## src/design/icm_pkg.sv

```systemverilog
// shared constants and types for the id compress and map block
package icm_pkg;
    localparam int MaxIdsDefault = 32;
    localparam int IdW = 64;
    localparam int PosW = 6;
    localparam int CidxW = 7;
    localparam int CntW = 7;

    // controller commands to the datapath
    typedef struct packed {
        logic load;      // write the request id at the load pointer
        logic clr_load;  // clear load count and overflow
        logic sort_init; // start sorting pass
        logic sort_step; // one compare/shift step
        logic scan_step; // one distinct-count step
        logic rank_step; // clear the result index before emitting
        logic emit;      // drive one result
    } t_cmd;

    // datapath status to the controller
    typedef struct packed {
        logic sort_done;
        logic scan_done;
        logic rank_done;
        logic emit_done;
        logic empty;
    } t_sts;
endpackage

```

## src/design/icm_ctrl.sv

```systemverilog
// controller state machine sequencing load, sort, scan and emit
module icm_ctrl import icm_pkg::*; (
    input  logic i_clk,
    input  logic i_rst_n,
    input  logic i_start,
    input  logic i_is_last,
    input  t_sts i_sts,
    output t_cmd o_cmd,
    output logic o_busy
);
    localparam logic [2:0] S_LOAD = 3'd0;
    localparam logic [2:0] S_INIT = 3'd1;
    localparam logic [2:0] S_SORT = 3'd2;
    localparam logic [2:0] S_SCAN = 3'd3;
    localparam logic [2:0] S_PREP = 3'd4;
    localparam logic [2:0] S_EMIT = 3'd5;
    localparam logic [2:0] S_DONE = 3'd6;

    logic [2:0] r_state, n_state;

    assign o_busy = (r_state != S_LOAD);

    // next state and commands
    always_comb begin
        n_state = r_state;
        o_cmd = '0;
        case (r_state)
            S_LOAD: begin
                if (i_start) begin
                    o_cmd.load = 1'b1;
                    if (i_is_last) n_state = S_INIT;
                end
            end
            S_INIT: begin
                o_cmd.sort_init = 1'b1;
                n_state = S_SORT;
            end
            S_SORT: begin
                if (i_sts.sort_done) n_state = S_SCAN;
                else o_cmd.sort_step = 1'b1;
            end
            S_SCAN: begin
                if (i_sts.scan_done) n_state = S_PREP;
                else o_cmd.scan_step = 1'b1;
            end
            S_PREP: begin
                o_cmd.rank_step = 1'b1;
                n_state = i_sts.empty ? S_DONE : S_EMIT;
            end
            S_EMIT: begin
                o_cmd.emit = 1'b1;
                if (i_sts.emit_done) n_state = S_DONE;
            end
            S_DONE: begin
                o_cmd.clr_load = 1'b1;
                n_state = S_LOAD;
            end
            default: n_state = S_LOAD;
        endcase
    end

    always_ff @(posedge i_clk) begin
        if (!i_rst_n) r_state <= S_LOAD;
        else r_state <= n_state;
    end
endmodule

```

## config.mk

```make
export PLATFORM = sky130hd
export DESIGN_NAME = icm_ctrl
export DESIGN_NICKNAME = d
export VERILOG_FILES = /design/src/design/icm_pkg.sv /design/src/design/icm_ctrl.sv
export SDC_FILE = /design/constraint.sdc
export NUM_CORES = 1
export LEC_CHECK = 0
export BUFFER_PORTS_ARGS = -buffer_cell sky130_fd_sc_hd__clkbuf_2
export CAP_MARGIN = 20
export CORE_AREA = 2 2 39 41
export DETAILED_ROUTE_END_ITERATION = 12
export DIE_AREA = 0 0 41 43
export HOLD_SLACK_MARGIN = 0.12
export SYNTH_ARGS = -nofsm -noshare
export SYNTH_HDL_FRONTEND = slang
export SYNTH_SLANG_ARGS = --single-unit
```

## constraint.sdc

```tcl
create_clock -name i_clk -period 1.6 [get_ports i_clk]
set_input_delay 0 -clock i_clk [delete_from_list [all_inputs] [get_ports i_clk]]
set_output_delay 0 -clock i_clk [all_outputs]
set_load 0.05 [all_outputs]
```

==> results.yml <==
run_status:
  run_status: "complete, no violations"
setup_path:
  cp-start-kind: "flip-flop"
  crit_path_end_kind: "output pin"
  critPathCapture: "o_cmd[6]"
  crit_fanout: 9
  crit_arrival_ns: 1.50
  r2r-end: "r_state[0]"
  cp.required_ns: 1.60
  crit_type: "flip-flop to output pin"
  critPathLaunch: "r_state[0]"
  ff2ff_setup_slack_ns: 0.45
  r2r-start: "r_state[0]"
  r2r_cells: 4
flow_run:
  maxCapViolations: 0
global_route:
  grt_antenna_before_repair: 0
  grt_pass1_vias: 243
  grt_max_degree: 11
  grt_pass1_wl_microns: 890
  grtUsageTotal_pct: 7.34
  grt_overflow_total: 0
floorplan:
  fp.dieArea_sq_um: 1760
  ios: 17
  start_util_pct: 17.9
  die-width_microns: 41
  rows: 14
  die_h_microns: 43
  coreArea_sq_um: 1380
sta:
  fmax_mhz: 667
  worst_pin_slew_ns: 0.292
  setup_slack_ns: 0.101
  finClkSkew_ns: 0.00301
  period_share_pct: 93.7
  period_minus_slack_ns: 1.50
  finalMaxSlewViolations: 0
  setup_tns_ns: 0
  grt_setup_unrepaired: "no"
  finalSetupViolCount: 0
  hold_viol_final: 0
  maxSlewHeadroom_pct: 80.5
final_layout:
  top_register: "r_state"
  fill_cells: 163
  finalNetCount: 62
  drive_gt1_share_pct: 46.2
  syn_to_final_growth_pct: 50.5
  largest_register_ffs: 3
  multi_input_area_sq_um: 164
  seq_area_sq_um: 60.1
  largest_registers: "r_state: 3 flops"
  diodes: 0
clock_network:
  clkLatencyLatePin_ns: 0.23
  clk_pin_slew_ns: 0.03
  cts_tree: "yes"
  cts-root-buf: "clkbuf_4"
  cts-buffers-inserted: 3
  cts_setup_buffers: 0
  ctsHtreeMaxLevel: 1
  cts_num_sinks: 3
  cts_max_path_buffers: 2
drt:
  wl_per_cell_microns: 8.97
  wl_microns: 610
  antenna_left: 0
  vias: 289
  drc: 0
  drt-initial-drc-count: 3
  dr.pass1.iters: 2
  avgViaCountPerCell: 4.25
logic_synthesis:
  yosys_warnings: 0
  yosys.area.top_type: "dfxtp_1"
  avgSynthCellArea_sq_um: 7.51
  synth_cells: 33
  synth_top_area_share_pct: 24.2
  synth_area_leaders: "dfxtp_1 24%, a21oi_2 11%, nand2b_1 7.6%"
  postSynth.asyncResetShare_pct: 0
  ys_ff_latch: 3
  ys_seq_area_share_pct: 24.2
  synth_edf_count: 0
  synth_nets: 42
  netlist_area_sq_um: 248
  synth.distinct_cells: 19
  synthFlopType: "dfxtp_1"
pwr:
  ir_drop_mv: 0.527
  power.leakage_nw: 0.187
  finalPower_uw: 628
  pwr_density_cell_nw_per_um2: 1680
placement:
  place.gp.congestion: 0.788
  port_buffers: 15
  place_ws_ns: 0.332
worst_hold_path:
  hp-start: "i_sts[3]"
  hold_path.class: "input port to flip-flop"
  whs_path_depth: 4
==> per-layer routing <==
| layer | wire length (microns) | up-vias | global-route usage (%) |
|---|---|---|---|
| met2 | 302 | 9 | 9.38 |
| met4 | 0 | 0 | 6.00 |
| met3 | 26 | 0 | 1.57 |
| li1 | - | 153 | - |
| met1 | 281 | 127 | 10.0 |
| met5 | 0 | - | 0 |
==> layout by cell type, fill, tap and decap left out, types with 2 or more instances in the layout <==
| cell type | instances |
|---|---|
| a21oi_2 | 3 |
| nand2b_1 | 3 |
| dlygate4sd3_1 | 2 |
| nand2_1 | 3 |
| nor3_1 | 3 |
| inv_1 | 2 |
| clkbuf_4 | 3 |
| o21ai_0 | 2 |
| dfxtp_1 | 3 |
| clkbuf_2 | 15 |
| nor2_1 | 2 |
==> worst min-delay path by stage <==
stage / end
floorplan: r_state[2]
global placement: r_state[2]
detailed placement: r_state[2]
CTS: r_state[1]
global route: r_state[1]
finish: r_state[1]
==> layout make-up <==
cell class              instances  area share, %
clock buffers                   4           7.05
inverters                       2           2.01
multi-input cells              26           44.0
repair buffers                 17           25.5
well taps                      16           5.37
flip-flops and latches          3           16.1
==> per-stage QoR <==
step	hold slack, ns	cells	cell area [sq um]	util, %
floorplan	0.122	33	250	-
global placement	0.257	62	327	23.6
detailed placement	0.268	62	327	23.6
CTS	0.138	68	373	26.9
global route	0.178	68	373	26.9
finish	0.145	68	373	26.9
==> critical path, cell delays in order (launching register included) <==
cell      delay, ns
dfxtp_1        0.38
or3_2          0.53
nor2_2         0.09
clkbuf_2       0.27
==> repair_timing <==
action	CTS	global route
hold endpoints to repair	3	0
gates resized for setup	0	0
hold buffers	2	0
==> where the power goes <==
part	internal, mW	switching (mW)	total [mW]
Combinational	0.114	0.248	0.362
Sequential	0.0941	0.0415	0.136
Clock	0.0933	0.0371	0.130
==> cell families after synthesis <==
logic type	count (synthesis)	synth area share [%]
flops	3	24.2
compound gates	8	25.3
simple gates	17	35.9
buf+inv	4	10.6
mux	1	4.04
Power figures use the tool's default switching activity.
